==> config.mk <==
export PLATFORM = sky130hd
export DESIGN_NAME = keymouse_debounce_toggle_modes
export DESIGN_NICKNAME = d
export VERILOG_FILES = /design/src/sv/kmdt_pkg.sv /design/src/sv/keymouse_debounce_toggle_modes.sv /design/src/sv/kmdt_deb_lane.sv
export SDC_FILE = /design/constraint.sdc
export NUM_CORES = 1
export LEC_CHECK = 0
export BUFFER_PORTS_ARGS = -buffer_cell sky130_fd_sc_hd__buf_2
export CORE_MARGIN = 2
export CORE_UTILIZATION = 45
export CTS_CLUSTER_DIAMETER = 80
export DETAILED_ROUTE_END_ITERATION = 7
export GPL_TIMING_DRIVEN = 0
export PLACE_DENSITY = 0.72
export SKIP_CTS_REPAIR_TIMING = 1
export SLEW_MARGIN = 20
export SYNTH_ARGS = -nofsm -noshare
export SYNTH_HDL_FRONTEND = slang
export SYNTH_SLANG_ARGS = --single-unit
==> constraint.sdc <==
create_clock -name clock -period 6.18 [get_ports clock]
set_input_delay 0.618 -clock clock [delete_from_list [all_inputs] [get_ports clock]]
set_output_delay 0.618 -clock clock [all_outputs]
set_load 0.01 [all_outputs]
==> src/sv/kmdt_pkg.sv <==
// Shared types and reset constants for the keyboard/mouse debounce and toggle block.
`default_nettype none

package kmdt_pkg;

   localparam int unsigned NumDeb     = 5;
   localparam int unsigned KeyWidth   = 16;
   localparam int unsigned TimeWidth  = 32;
   localparam int unsigned CodeWidth  = 2;
   localparam int unsigned BitWidth   = 4;
   localparam int unsigned DebWidth   = 10;
   localparam int unsigned HoldWidth  = 14;
   localparam int unsigned CsrIdxWidth  = 3;
   localparam int unsigned CsrDataWidth = 14;

   // Lane order inside the five-bit debounce vector
   localparam int unsigned LaneLauncher = 0;
   localparam int unsigned LaneShot     = 1;
   localparam int unsigned LaneBypass   = 2;
   localparam int unsigned LaneLeft     = 3;
   localparam int unsigned LaneRight    = 4;

   localparam logic [CodeWidth-1:0] MiddleCodeRst   = 2'd3;
   localparam logic [BitWidth-1:0]  LauncherBitRst  = 4'd8;
   localparam logic [BitWidth-1:0]  ShotBitRst      = 4'd10;
   localparam logic [BitWidth-1:0]  BypassBitRst    = 4'd14;
   localparam logic [DebWidth-1:0]  DebounceRst     = 10'd20;
   localparam logic [HoldWidth-1:0] VisionHoldRst   = 14'd300;

   typedef enum logic [CsrIdxWidth-1:0] {
      CSR_MIDDLE_CODE  = 3'd0,
      CSR_LAUNCHER_BIT = 3'd1,
      CSR_SHOT_BIT     = 3'd2,
      CSR_BYPASS_BIT   = 3'd3,
      CSR_DEBOUNCE_MS  = 3'd4,
      CSR_VISION_HOLD  = 3'd5
   } csr_index_type;

   // Per-sample control handed to every debounce lane
   typedef struct packed {
      logic step;      // a sample is being applied this cycle
      logic keymouse;  // sample selects keyboard/mouse (else clear lanes)
   } deb_ctl_type;

endpackage

`default_nettype wire

==> src/sv/keymouse_debounce_toggle_modes.sv <==
// Top level: keyboard/mouse sample debounce, toggle keys and right-button hold detection.
`default_nettype none

// Channel  | Dir | Handshake               | Payload
// ---------+-----+-------------------------+------------------------------------------
// req_     | in  | req_valid / req_stall   | switch codes, key mask, buttons, now_ms
// rsp_     | out | rsp_valid / rsp_stall   | source, held keys, toggles, vision, buttons
// csr_     | in  | csr_wr_en               | csr_index, csr_wr_data (six registers)
//
// One beat per cycle sustained unless rsp_ stalls; a sample passes the input register, then the state/result registers.
// The rate is set by the single state-update pass between the input register and
// the state/result registers, which are one and the same set of flops.
// Synchronous active-high reset clears all state (not the input payload); no clearing pass is needed.
// A stalled rsp_ holds its beat; the input register still takes one more beat,
// after which req_stall rises until the result side drains.

module keymouse_debounce_toggle_modes (
   input  wire logic                                clock,
   input  wire logic                                reset,

   input  wire logic                                csr_wr_en,
   input  wire logic [kmdt_pkg::CsrIdxWidth-1:0]    csr_index,
   input  wire logic [kmdt_pkg::CsrDataWidth-1:0]   csr_wr_data,

   input  wire logic                                req_valid,
   output logic                                     req_stall,
   input  wire logic [kmdt_pkg::CodeWidth-1:0]      req_switch_one,
   input  wire logic [kmdt_pkg::CodeWidth-1:0]      req_switch_two,
   input  wire logic [kmdt_pkg::KeyWidth-1:0]       req_key_mask,
   input  wire logic                                req_mouse_left_raw,
   input  wire logic                                req_mouse_right_raw,
   input  wire logic [kmdt_pkg::TimeWidth-1:0]      req_now_ms,

   output logic                                     rsp_valid,
   input  wire logic                                rsp_stall,
   output logic                                     rsp_keymouse_active,
   output logic [kmdt_pkg::KeyWidth-1:0]            rsp_held_key_mask,
   output logic                                     rsp_launcher_on,
   output logic                                     rsp_single_shot,
   output logic                                     rsp_heat_bypass,
   output logic                                     rsp_vision_on,
   output logic                                     rsp_left_pressed,
   output logic                                     rsp_right_pressed
);
   import kmdt_pkg::*;

   // ---------------- configuration registers ----------------
   logic [CodeWidth-1:0] middle_code_ff;
   logic [BitWidth-1:0]  launcher_bit_ff;
   logic [BitWidth-1:0]  shot_bit_ff;
   logic [BitWidth-1:0]  bypass_bit_ff;
   logic [DebWidth-1:0]  debounce_ff;
   logic [HoldWidth-1:0] vision_hold_ff;

   always_ff @(posedge clock) begin
      if (reset) begin
         middle_code_ff  <= MiddleCodeRst;
         launcher_bit_ff <= LauncherBitRst;
         shot_bit_ff     <= ShotBitRst;
         bypass_bit_ff   <= BypassBitRst;
         debounce_ff     <= DebounceRst;
         vision_hold_ff  <= VisionHoldRst;
      end else if (csr_wr_en) begin
         unique case (csr_index_type'(csr_index))
            CSR_MIDDLE_CODE:  middle_code_ff  <= csr_wr_data[CodeWidth-1:0];
            CSR_LAUNCHER_BIT: launcher_bit_ff <= csr_wr_data[BitWidth-1:0];
            CSR_SHOT_BIT:     shot_bit_ff     <= csr_wr_data[BitWidth-1:0];
            CSR_BYPASS_BIT:   bypass_bit_ff   <= csr_wr_data[BitWidth-1:0];
            CSR_DEBOUNCE_MS:  debounce_ff     <= csr_wr_data[DebWidth-1:0];
            CSR_VISION_HOLD:  vision_hold_ff  <= csr_wr_data[HoldWidth-1:0];
            default: ;  // indexes past the list write nothing
         endcase
      end
   end

   // ---------------- handshake / pipeline control ----------------
   logic s1_valid_ff, s1_valid_in;
   logic rsp_valid_ff, rsp_valid_in;
   logic out_busy;   // result beat waiting and stalled
   logic req_take;
   logic step;       // apply the registered sample to the state this cycle

   assign out_busy  = rsp_valid_ff && rsp_stall;
   assign step      = s1_valid_ff && !out_busy;
   assign req_stall = s1_valid_ff && out_busy;
   assign req_take  = req_valid && !req_stall;

   always_comb begin
      s1_valid_in = s1_valid_ff;
      if (req_take) begin
         s1_valid_in = 1'b1;
      end else if (step) begin
         s1_valid_in = 1'b0;
      end
   end

   // Load a fresh result on a step; drop the current one once taken
   assign rsp_valid_in = step || out_busy;

   always_ff @(posedge clock) begin
      if (reset) begin
         s1_valid_ff  <= 1'b0;
         rsp_valid_ff <= 1'b0;
      end else begin
         s1_valid_ff  <= s1_valid_in;
         rsp_valid_ff <= rsp_valid_in;
      end
   end

   // ---------------- input register (payload, no reset) ----------------
   logic [CodeWidth-1:0] sw_one_ff;
   logic [CodeWidth-1:0] sw_two_ff;
   logic [KeyWidth-1:0]  keys_ff;
   logic                 left_ff;
   logic                 right_ff;
   logic [TimeWidth-1:0] now_ff;

   always_ff @(posedge clock) begin
      if (req_take) begin
         sw_one_ff <= req_switch_one;
         sw_two_ff <= req_switch_two;
         keys_ff   <= req_key_mask;
         left_ff   <= req_mouse_left_raw;
         right_ff  <= req_mouse_right_raw;
         now_ff    <= req_now_ms;
      end
   end

   // ---------------- debounce lanes ----------------
   logic              keymouse;
   logic [NumDeb-1:0] raw_bits;
   logic [NumDeb-1:0] conf_next;
   logic [NumDeb-1:0] conf_bits;
   deb_ctl_type       deb_ctl;

   // Both switches at the middle code select keyboard/mouse input
   assign keymouse = (sw_one_ff == middle_code_ff) && (sw_two_ff == middle_code_ff);

   assign raw_bits[LaneLauncher] = keys_ff[launcher_bit_ff];
   assign raw_bits[LaneShot]     = keys_ff[shot_bit_ff];
   assign raw_bits[LaneBypass]   = keys_ff[bypass_bit_ff];
   assign raw_bits[LaneLeft]     = left_ff;
   assign raw_bits[LaneRight]    = right_ff;

   assign deb_ctl.step     = step;
   assign deb_ctl.keymouse = keymouse;

   for (genvar g = 0; g < NumDeb; g++) begin : g_lane
      kmdt_deb_lane u_lane (
         .clock          (clock),
         .reset          (reset),
         .ctl            (deb_ctl),
         .raw            (raw_bits[g]),
         .now_ms         (now_ff),
         .debounce_ms    (debounce_ff),
         .confirmed_next (conf_next[g]),
         .confirmed      (conf_bits[g])
      );
   end

   // ---------------- toggles, hold and source state ----------------
   logic                 source_ff, source_in;
   logic [KeyWidth-1:0]  saved_keys_ff, saved_keys_in;
   logic [2:0]           last_keys_ff, last_keys_in;
   logic                 launcher_ff, launcher_in;
   logic                 single_ff, single_in;
   logic                 bypass_ff, bypass_in;
   logic [TimeWidth-1:0] hold_start_ff, hold_start_in;
   logic                 vision_ff, vision_in;

   logic [2:0]           key_edges;
   logic                 launcher_flip;
   logic                 hold_idle;
   logic [TimeWidth-1:0] hold_elapsed;

   assign key_edges     = conf_next[LaneBypass:LaneLauncher] & ~last_keys_ff;
   assign launcher_flip = launcher_ff ^ key_edges[LaneLauncher];

   // Zero start means not started: the hold begins now, so elapsed is zero
   assign hold_idle    = hold_start_ff == '0;
   assign hold_elapsed = hold_idle ? '0 : (now_ff - hold_start_ff);

   always_comb begin
      source_in     = source_ff;
      saved_keys_in = saved_keys_ff;
      last_keys_in  = last_keys_ff;
      launcher_in   = launcher_ff;
      single_in     = single_ff;
      bypass_in     = bypass_ff;
      hold_start_in = hold_start_ff;
      vision_in     = vision_ff;
      if (step) begin
         if (keymouse) begin
            source_in     = 1'b1;
            saved_keys_in = keys_ff;
            last_keys_in  = conf_next[LaneBypass:LaneLauncher];
            launcher_in   = launcher_flip;
            // Launcher switching on forces single shot; the shot key acts only with launcher on
            if (key_edges[LaneLauncher] && launcher_flip) begin
               single_in = 1'b1;
            end
            if (launcher_flip && key_edges[LaneShot]) begin
               single_in = ~single_in;
            end
            bypass_in = bypass_ff ^ key_edges[LaneBypass];
            if (conf_next[LaneRight]) begin
               hold_start_in = hold_idle ? now_ff : hold_start_ff;
               vision_in     = hold_elapsed >= {{(TimeWidth-HoldWidth){1'b0}}, vision_hold_ff};
            end else begin
               hold_start_in = '0;
               vision_in     = 1'b0;
            end
         end else begin
            // Remote source: drop all keyboard/mouse state
            source_in     = 1'b0;
            saved_keys_in = '0;
            last_keys_in  = '0;
            launcher_in   = 1'b0;
            single_in     = 1'b1;
            bypass_in     = 1'b0;
            hold_start_in = '0;
            vision_in     = 1'b0;
         end
      end
   end

   always_ff @(posedge clock) begin
      if (reset) begin
         source_ff     <= 1'b0;
         saved_keys_ff <= '0;
         last_keys_ff  <= '0;
         launcher_ff   <= 1'b0;
         single_ff     <= 1'b1;
         bypass_ff     <= 1'b0;
         hold_start_ff <= '0;
         vision_ff     <= 1'b0;
      end else begin
         source_ff     <= source_in;
         saved_keys_ff <= saved_keys_in;
         last_keys_ff  <= last_keys_in;
         launcher_ff   <= launcher_in;
         single_ff     <= single_in;
         bypass_ff     <= bypass_in;
         hold_start_ff <= hold_start_in;
         vision_ff     <= vision_in;
      end
   end

   // State changes only on a step, so the state flops double as the result register
   assign rsp_valid           = rsp_valid_ff;
   assign rsp_keymouse_active = source_ff;
   assign rsp_held_key_mask   = saved_keys_ff;
   assign rsp_launcher_on     = launcher_ff;
   assign rsp_single_shot     = single_ff;
   assign rsp_heat_bypass     = bypass_ff;
   assign rsp_vision_on       = vision_ff;
   assign rsp_left_pressed    = conf_bits[LaneLeft];
   assign rsp_right_pressed   = conf_bits[LaneRight];

   // ---------------- assertions ----------------
   a_remote_beat_cleared: assert property (
      @(posedge clock) disable iff (reset)
      (rsp_valid && !rsp_keymouse_active) |->
         (rsp_held_key_mask == '0) && !rsp_launcher_on && rsp_single_shot
         && !rsp_heat_bypass && !rsp_vision_on && !rsp_left_pressed && !rsp_right_pressed
   ) else $error("remote result carries keyboard/mouse state");

   a_vision_needs_right: assert property (
      @(posedge clock) disable iff (reset)
      vision_ff |-> conf_bits[LaneRight]
   ) else $error("vision on without debounced right button");

   a_pending_sample_kept: assert property (
      @(posedge clock) disable iff (reset)
      (s1_valid_ff && out_busy) |=> s1_valid_ff
   ) else $error("registered sample lost while result side stalled");

   a_state_only_on_step: assert property (
      @(posedge clock) disable iff (reset)
      !step |=> $stable(launcher_ff) && $stable(single_ff) && $stable(saved_keys_ff)
   ) else $error("toggle state changed without a sample");

endmodule

`default_nettype wire

==> src/sv/kmdt_deb_lane.sv <==
// One debounce lane: tracks the last raw level, its stable start time and the confirmed level.
`default_nettype none

module kmdt_deb_lane (
   input  wire logic                             clock,
   input  wire logic                             reset,
   input  wire kmdt_pkg::deb_ctl_type            ctl,
   input  wire logic                             raw,
   input  wire logic [kmdt_pkg::TimeWidth-1:0]   now_ms,
   input  wire logic [kmdt_pkg::DebWidth-1:0]    debounce_ms,
   output logic                                  confirmed_next,
   output logic                                  confirmed
);
   import kmdt_pkg::*;

   logic [TimeWidth-1:0] start_ff;
   logic [TimeWidth-1:0] start_in;
   logic                 last_raw_ff;
   logic                 last_raw_in;
   logic                 confirmed_ff;
   logic                 confirmed_in;
   logic                 changed;
   logic [TimeWidth-1:0] elapsed;
   logic                 settled;

   // A change restarts the window, so the elapsed time reads as zero
   assign changed = raw != last_raw_ff;
   assign elapsed = changed ? '0 : (now_ms - start_ff);
   assign settled = elapsed >= {{(TimeWidth-DebWidth){1'b0}}, debounce_ms};

   assign confirmed_next = settled ? raw : confirmed_ff;
   assign confirmed      = confirmed_ff;

   always_comb begin
      start_in     = start_ff;
      last_raw_in  = last_raw_ff;
      confirmed_in = confirmed_ff;
      if (ctl.step) begin
         if (ctl.keymouse) begin
            start_in     = changed ? now_ms : start_ff;
            last_raw_in  = raw;
            confirmed_in = confirmed_next;
         end else begin
            start_in     = now_ms;
            last_raw_in  = 1'b0;
            confirmed_in = 1'b0;
         end
      end
   end

   always_ff @(posedge clock) begin
      if (reset) begin
         start_ff     <= '0;
         last_raw_ff  <= 1'b0;
         confirmed_ff <= 1'b0;
      end else begin
         start_ff     <= start_in;
         last_raw_ff  <= last_raw_in;
         confirmed_ff <= confirmed_in;
      end
   end

   a_confirmed_holds_without_step: assert property (
      @(posedge clock) disable iff (reset)
      !ctl.step |=> $stable(confirmed_ff)
   ) else $error("debounce lane changed without a sample");

endmodule

`default_nettype wire

==> summary.txt, run 1 <==
Cells and area
  – NumNets Final: 3702
  – Most frequent cells in the layout: nand2_1 (508), a21oi_1 (396), inv_1 (266), dfxtp_1 (262), ha_1 (250)
  – Most common cell after layout, fill and taps aside: nand2_1
  – Multi-input logic area: 16390 sq um
  – Fillers: 5285
  – Share of cells above drive strength 1: 7.889%
  – Syn-to-layout area delta: 11.34%
  – Layout Utilization: 50.45%
  – Reg area: 6890 sq um

Setup path
  – Setup CP Type: register to register
  – CP Max Fanout: 10
  – Worst path top cell family by delay: simple AND/OR/NAND/NOR gates
  – WP buf/inv: 1
  – Worst path slowest cell: mux4_2
  – Startpoint types: register
  – Largest stage delay, worst path: 0.57 ns
  – CP endpoint kind: register
  – Required time at the worst-slack endpoint: 6.61 ns
  – WP data arrival: 6.39 ns
  – Crit-path cells: mux4_2, mux4_2, xor2_2, buf_6, or2_2, ha_1, nand2b_1, a21o_1, a21o_1, a21oi_2, o21ai_2, a221o_1, or4_1, or4_4, nor4b_4, nand4_1, and3_4, ha_4, nor3_4, nand2_2, mux2i_1, o21bai_1

Die
  – Die Span X: 238.8 microns
  – # IOs: 101
  – Initial Utilization: 45.31%
  – Num rows: 86
  – Core Region: 54770 sq um
  – Die ar.: 57050 sq um
  – Die height: 238.8 microns

Clock tree
  – H-tree depth: 2
  – Max Buffers Root-to-Sink: 3
  – TritonCTS Buffers: 38
  – Latest clock arrival within the worst-skew pair: 0.55 ns
  – Sink Count: 317
  – CTS tree: done
  – Clk pin slew, worst setup/hold paths: 0.06 ns
  – Root Driver: clkbuf_16

Synth
  – Sequential area share after synthesis: 27.75%
  – #FFs+latches synth: 317
  – Synthesis Warnings: 0
  – Post-Syn Instances: 3213
  – Async S/R FF share, synth: 0%
  – Post-synthesis cell type count: 98
  – Synth Flop Type: dfxtp_1
  – Synthesized area: 24820 sq um
  – Post-synth EDFFs: 54
  – Syn_area_per_cell: 7.724 sq um
  – Synth Net Count: 3546

Routing
  – TritonRoute pass-1 iters: 6
  – Detail Route Antenna Nets: 0
  – DRT iter0 DRCs: 1977
  – Drt drc: 0
  – Routed via count: 23990
  – Post-DR vias/cell: 5.847
  – Drt wl/cell: 18.40 microns
  – Post-Route WL: 75500 microns

STA
  – RSZ-0062 raised after global routing: true
  – Final Critical Period: 5.964 ns
  – Worst Skew: 0.01840 ns
  – Setup tns final: 0 ns
  – Relative slew slack: 32.26%
  – Final Hold Viols: 0
  – Fmax: 167.7 MHz
  – Worst slew pin tran: 1.016 ns
  – Max-slew violation count: 0
  – Final setup vio count: 0
  – Final Cycle Share: 96.50%

GRT
  – First-pass GRT wire length: 117600 microns
  – Grt ovf: 0
  – Antenna violations before repair: 1
  – Largest net degree at the start of global routing: 22
  – Vias in the first global route: 21860
  – Overall Global Routing Usage: 25.82%

Place
  – RePlAce Congestion: 0.9261
  – DP HPWL: 56330 microns
  – # port buffers: 99

Power
  – Net Switching: 2.096 mW
  – Clock power share: 34.8%
  – Switching share of power: 33.80%
  – P_leak: 10.78 nW
  – Power Dens Cells: 224.4 nW/um^2
  – Int Power: 4.104 mW
  – Logic gate share of total power: 27.9%
  – Max VDD drop: 0.1752 mV
  – Reg power frac: 37.2%

Hold path
  – Worst min path class: input port to register

Run status
  – Status: complete, no violations

Flow run
  – # Max-Cap Violations: 0
-- per-stage QoR --
stage	hold slack [ns]	setup slack, ns	cell area [sq um]	cells	power [mW]
6_report	0.2459	0.2164	27630	4103	6.200
5_1_grt	0.2298	0.005457	27630	4103	6.516
4_1_cts	0.2247	-0.6028	27440	4086	6.171
3_5_place_dp	0.4463	-0.5868	26250	4018	4.012
3_3_place_gp	0.4365	-0.5125	26200	4016	3.996
2_1_floorplan	0.4363	0.2977	24820	3213	3.559
-- flip-flops by register name, summed over array words and instances (netlist names), 2 cells and up --
name and flops:
g_lane.u_lane.start_ff 160, hold_start_ff 32, now_ff 32, keys_ff 16, rsp_held_key_mask 16, vision_hold_ff 14, debounce_ff 10, g_lane.u_lane.last_raw_ff 5
bypass_bit_ff 4, g_lane.u_lane.confirmed 4, launcher_bit_ff 4, shot_bit_ff 4, middle_code_ff 2, sw_one_ff 2, sw_two_ff 2
-- synth_stat cells, types with 12 or more instances --
library cell / instances / area [sq um]
a22o_1: 35 / 306.5
ha_1: 251 / 3141
o21bai_1: 23 / 172.7
edfxtp_1: 54 / 1622
o2111ai_1: 13 / 113.9
a211o_1: 19 / 166.4
o221ai_1: 12 / 105.1
dfxtp_1: 263 / 5265
inv_1: 267 / 1002
and3_1: 37 / 231.5
nand4_1: 33 / 206.5
o21a_1: 37 / 277.8
nand3_1: 64 / 320.3
nand3b_1: 13 / 97.59
nor2b_1: 32 / 200.2
o31ai_1: 13 / 97.59
nor4_1: 29 / 181.4
a21o_1: 109 / 818.3
nor2_1: 180 / 675.7
clkbuf_1: 118 / 442.9
a31oi_1: 40 / 250.2
mux4_2: 15 / 337.8
o211ai_1: 22 / 165.2
xor2_1: 49 / 429.2
mux2i_1: 23 / 230.2
and2_1: 22 / 137.6
nor3_1: 45 / 225.2
a211oi_1: 25 / 187.7
or2_2: 15 / 93.84
a21oi_1: 398 / 1992
nand2_1: 509 / 1911
xnor2_1: 55 / 481.7
or3_1: 15 / 93.84
o21ai_0: 129 / 645.6
nand2b_1: 33 / 206.5
a2111oi_0: 17 / 148.9
-- power groups by stage --
stage	sequential (mW)	clock, mW	combinational [mW]
after floorplan	2.29	0	1.27
after global placement	2.36	0	1.64
after detailed placement	2.36	0	1.65
after CTS	2.31	2.19	1.67
after global routing	2.31	2.28	1.93
final	2.31	2.16	1.73
-- kinds of logic after synthesis --
| logic type | after synthesis | synth area share [%] |
|---|---|---|
| buf+inv | 408 | 6.483 |
| xor+xnor | 104 | 3.670 |
| flops | 317 | 27.75 |
| mux | 48 | 2.742 |
| compound gates | 1008 | 26.15 |
| simple gates | 1071 | 20.07 |
| fa+ha+maj | 257 | 13.14 |
-- layer usage --
layer  vias up  routed length [microns]  part of all wire [%]  GRT usage, %
li1      11870                        -                     -             -
met3       171                     4492                   5.9         2.575
met1     11160                    32560                    43         33.51
met5         -                        0                     0             0
met4         0                     3448                   4.6         10.40
met2       795                    35010                    46         43.97
-- worst paths after layout --
kind                                      start                            endpoint  slack (ns)  cells after the start
max                       keys_ff[15]$_DFFE_PP_        rsp_single_shot$_SDFFE_PP1P_        0.22                     22
min reg2reg  rsp_held_key_mask[15]$_SDFFE_PP0P_  rsp_held_key_mask[15]$_SDFFE_PP0P_        0.45                      2
max reg2reg               keys_ff[15]$_DFFE_PP_        rsp_single_shot$_SDFFE_PP1P_        0.22                     22
min                           req_switch_two[0]              sw_two_ff[0]$_DFFE_PP_        0.25                      1
-- cell type report --
class	count	share of cell area [%]
inverter	268	3.654
buffer	139	2.200
timing repair buffer	117	2.400
clock buffer	48	3.686
multi-input combinational	2488	59.30
sequential	317	24.93
clock inverter	20	0.6203
tap	704	3.188
antenna	2	0.01811
Power figures use the tool's default switching activity.
==> run 2: changes to the inputs <==
Settings changed: PLACE_DENSITY 0.72 to unset.
Clock period 6.18 ns to 5.18 ns, I/O delays scaled along.
==> run 2 against run 1 <==
Effect of this change: the run now ends with setup timing left; flip-flop and latch count is the same; highest routed layer unchanged; first-iteration DRC count fell by 21%; setup slack got worse by 0.88 ns.
==> summary.txt, run 2 (synthesis results as in run 1) <==
Run status
  – Status: finished with violations
  – Failing checks: setup timing

Clock tree
  – Clk pin slew, worst setup/hold paths: 0.06 ns (about the same)
  – Latest clock arrival within the worst-skew pair: 0.57 ns (+0.02 ns)
  – CTS tree: done
  – Max Buffers Root-to-Sink: 3 (unchanged)
  – H-tree depth: 2 (unchanged)
  – Root Driver: clkbuf_16
  – TritonCTS Buffers: 39 (+2.6%)
  – Sink Count: 317 (unchanged)

GRT
  – First-pass GRT wire length: 125800 microns (+7.0%)
  – Grt ovf: 0 (unchanged)
  – Vias in the first global route: 22670 (+3.7%)
  – Overall Global Routing Usage: 28.03% (+2.2 points)
  – Largest net degree at the start of global routing: 22 (unchanged)
  – Antenna violations before repair: 1 (unchanged)

Cells and area
  – Largest regs: g_lane.u_lane.start_ff: 160 flops, hold_start_ff: 32 flops, now_ff: 32 flops
  – Fillers: 5241 (-0.83%)
  – Final Instance Count excl. Fillers: 4147 (+1.1%)
  – Syn-to-layout area delta: 14.80%
  – Most common cell after layout, fill and taps aside: nand2_1
  – Reg with most FFs: g_lane.u_lane.start_ff
  – Layout Utilization: 52.02% (+1.6 points)
  – # diodes: 0 (-2)
  – Share of cells above drive strength 1: 10.57% (+2.7 points)
  – Max reg flops: 160 (unchanged)
  – NumNets Final: 3746 (+1.2%)
  – Most frequent cells in the layout: nand2_1 (509), a21oi_1 (390), inv_1 (266), dfxtp_1 (262), ha_1 (243)

Die
  – # IOs: 101 (unchanged)
  – Die Span X: 238.8 microns (unchanged)
  – Core Region: 54770 sq um (unchanged)
  – Die ar.: 57050 sq um (unchanged)
  – Num rows: 86 (unchanged)
  – Die height: 238.8 microns (unchanged)
  – Initial Utilization: 45.31% (unchanged)

STA
  – Fmax: 171.2 MHz (+2.1%)
  – Worst slew pin tran: 1.206 ns (+0.1904 ns)
  – Setup WS post-layout: -0.6624 ns (-0.8788 ns)
  – Worst Skew: 0.03221 ns (+0.01381 ns)
  – Relative slew slack: 19.57% (-13 points)
  – Final Hold Viols: 0 (unchanged)
  – Final Critical Period: 5.842 ns (-0.1212 ns)
  – Setup tns final: -7.387 ns (-7.387 ns)
  – Final Cycle Share: 112.8% (+16 points)
  – Max-slew violation count: 0 (unchanged)
  – RSZ-0062 raised after global routing: true
  – Final setup vio count: 35 (+35)

Place
  – RePlAce Congestion: 0.9056 (-2.2%)
  – DP HPWL: 60200 microns (+6.9%)
  – # placed instances: 4018 (unchanged)
  – # port buffers: 99 (unchanged)

Routing
  – Post-Route WL: 81970 microns (+8.6%)
  – Drt wl/cell: 19.77 microns (+7.4%)
  – Routed via count: 24330 (+1.4%)
  – DRT iter0 DRCs: 1560 (-21%)
  – Post-DR vias/cell: 5.868 (+0.36%)
  – Drt drc: 0 (unchanged)
  – TritonRoute pass-1 iters: 5 (-1)
  – Detail Route Antenna Nets: 0 (unchanged)

Power
  – Logic gate share of total power: 28.3% (+0.4 points)
  – Total power: 7.795 mW (+26%)
  – Reg power frac: 35.3% (-1.9 points)
  – Switching share of power: 33.23% (-0.58 points)
  – Power Dens Cells: 273.6 nW/um^2 (+22%)
  – Int Power: 5.205 mW (+27%)
  – Net Switching: 2.590 mW (+24%)
  – Max VDD drop: 0.2394 mV (+37%)
  – P_leak: 11.16 nW (+3.5%)
  – Clock power share: 36.4% (+1.6 points)

Flow run
  – # Max-Cap Violations: 0 (unchanged)

Setup path
  – Largest stage delay, worst path: 0.59 ns (+0.02 ns)
  – Worst path slowest cell: mux4_2
  – Required time at the worst-slack endpoint: 5.64 ns (-0.97 ns)
  – R2r endpoint: rsp_single_shot$_SDFFE_PP1P_
  – CP Max Fanout: 6 (-4)
  – Startpoint types: register
  – R2r worst-path depth: 21 (-4.5%)
  – Setup CP Type: register to register
  – Worst setup path endpoint: rsp_single_shot$_SDFFE_PP1P_
  – CP endpoint kind: register
  – CP Launch Point: keys_ff[3]$_DFFE_PP_
  – Crit-path cells: mux4_2, mux4_2, xor2_4, or2_4, ha_4, nand2b_4, a21o_1, a21o_1, a21oi_2, o21ai_1, a221o_1, or4_1, or4_4, nor4b_4, nand4_1, and3_4, ha_4, nor3_2, nand2_1, mux2i_1, o21bai_1
  – FF-to-FF Start: keys_ff[3]$_DFFE_PP_
  – WP data arrival: 6.30 ns (-0.09 ns)
  – Reg2reg setup slack: -0.66 ns (-0.88 ns)

Hold path
  – Hold Crit Depth: 1 (unchanged)
  – Worst min path class: input port to register
-- run 2: changes by cell type in the layout (fill, tap and decap cells not counted), moves of 6 or more --
cell and change:
buf_4 +37, nor4_1 -9, nor4_2 +8, ha_1 -7, a21oi_1 -6, a21oi_2 +6
buf_12 +6
-- run 2: how the worst min path moves through the flow --
stage                                               start                                    endpoint
2_1_floorplan                 debounce_ff[1]$_SDFFE_PP0P_                 debounce_ff[1]$_SDFFE_PP0P_
3_3_place_gp   g_lane[3].u_lane.start_ff[20]$_SDFFE_PP0P_  g_lane[3].u_lane.start_ff[20]$_SDFFE_PP0P_
3_5_place_dp            rsp_held_key_mask[7]$_SDFFE_PP0P_           rsp_held_key_mask[7]$_SDFFE_PP0P_
4_1_cts                                    req_now_ms[18]                        now_ff[18]$_DFFE_PP_
5_1_grt                                  req_key_mask[13]                       keys_ff[13]$_DFFE_PP_
6_report                                   req_now_ms[27]                        now_ff[27]$_DFFE_PP_
-- run 2: per-layer routing --
metal | vias up | global-route usage, % | part of all wire (%)
met3 | 138 | 3.222 | 4.7
met2 | 652 | 49.18 | 49
met1 | 11610 | 35.41 | 43
li1 | 11940 | - | -
met5 | - | 0 | 0
met4 | 0 | 9.981 | 3.9
-- run 2: worst max-delay path: cells and delay by family (launching register included) --
family          cells  cell delay (ns)
flops               1             0.48
fa+ha+maj           2             0.42
simple gates        9             2.41
xor+xnor            1             0.23
compound gates      6             0.95
mux                 3             1.25
-- run 2: layout make-up --
type                       instances  area (sq um)  share of cell area (%)
buffer                           137         608.1                   2.134
clock buffer                      56          1185                   4.159
clock inverter                    15         153.9                  0.5401
inverter                         268          1013                   3.557
multi-input combinational       2488         16680                   58.53
sequential                       317          6888                   24.17
tap                              704         880.8                   3.092
timing repair buffer             162          1087                   3.816
-- run 2: metrics by stage --
step           worst slack [ns]  instance area, sq um  hold slack [ns]
2_1_floorplan           -0.2460                 24880           0.4363
3_3_place_gp             -1.254                 26250           0.4414
3_5_place_dp             -1.274                 26310           0.4422
4_1_cts                  -1.317                 27650          0.09747
5_1_grt                 -0.8131                 28490           0.1020
6_report                -0.6624                 28490           0.1203
-- run 2: power by group through the flow --
stage | combinational (mW) | sequential [mW] | clock [mW]
final | 2.21 | 2.75 | 2.84
after global routing | 2.44 | 2.76 | 2.99
after floorplan | 1.52 | 2.73 | 0
after global placement | 1.97 | 2.83 | 0
after detailed placement | 2.00 | 2.83 | 0
after CTS | 2.02 | 2.78 | 2.90
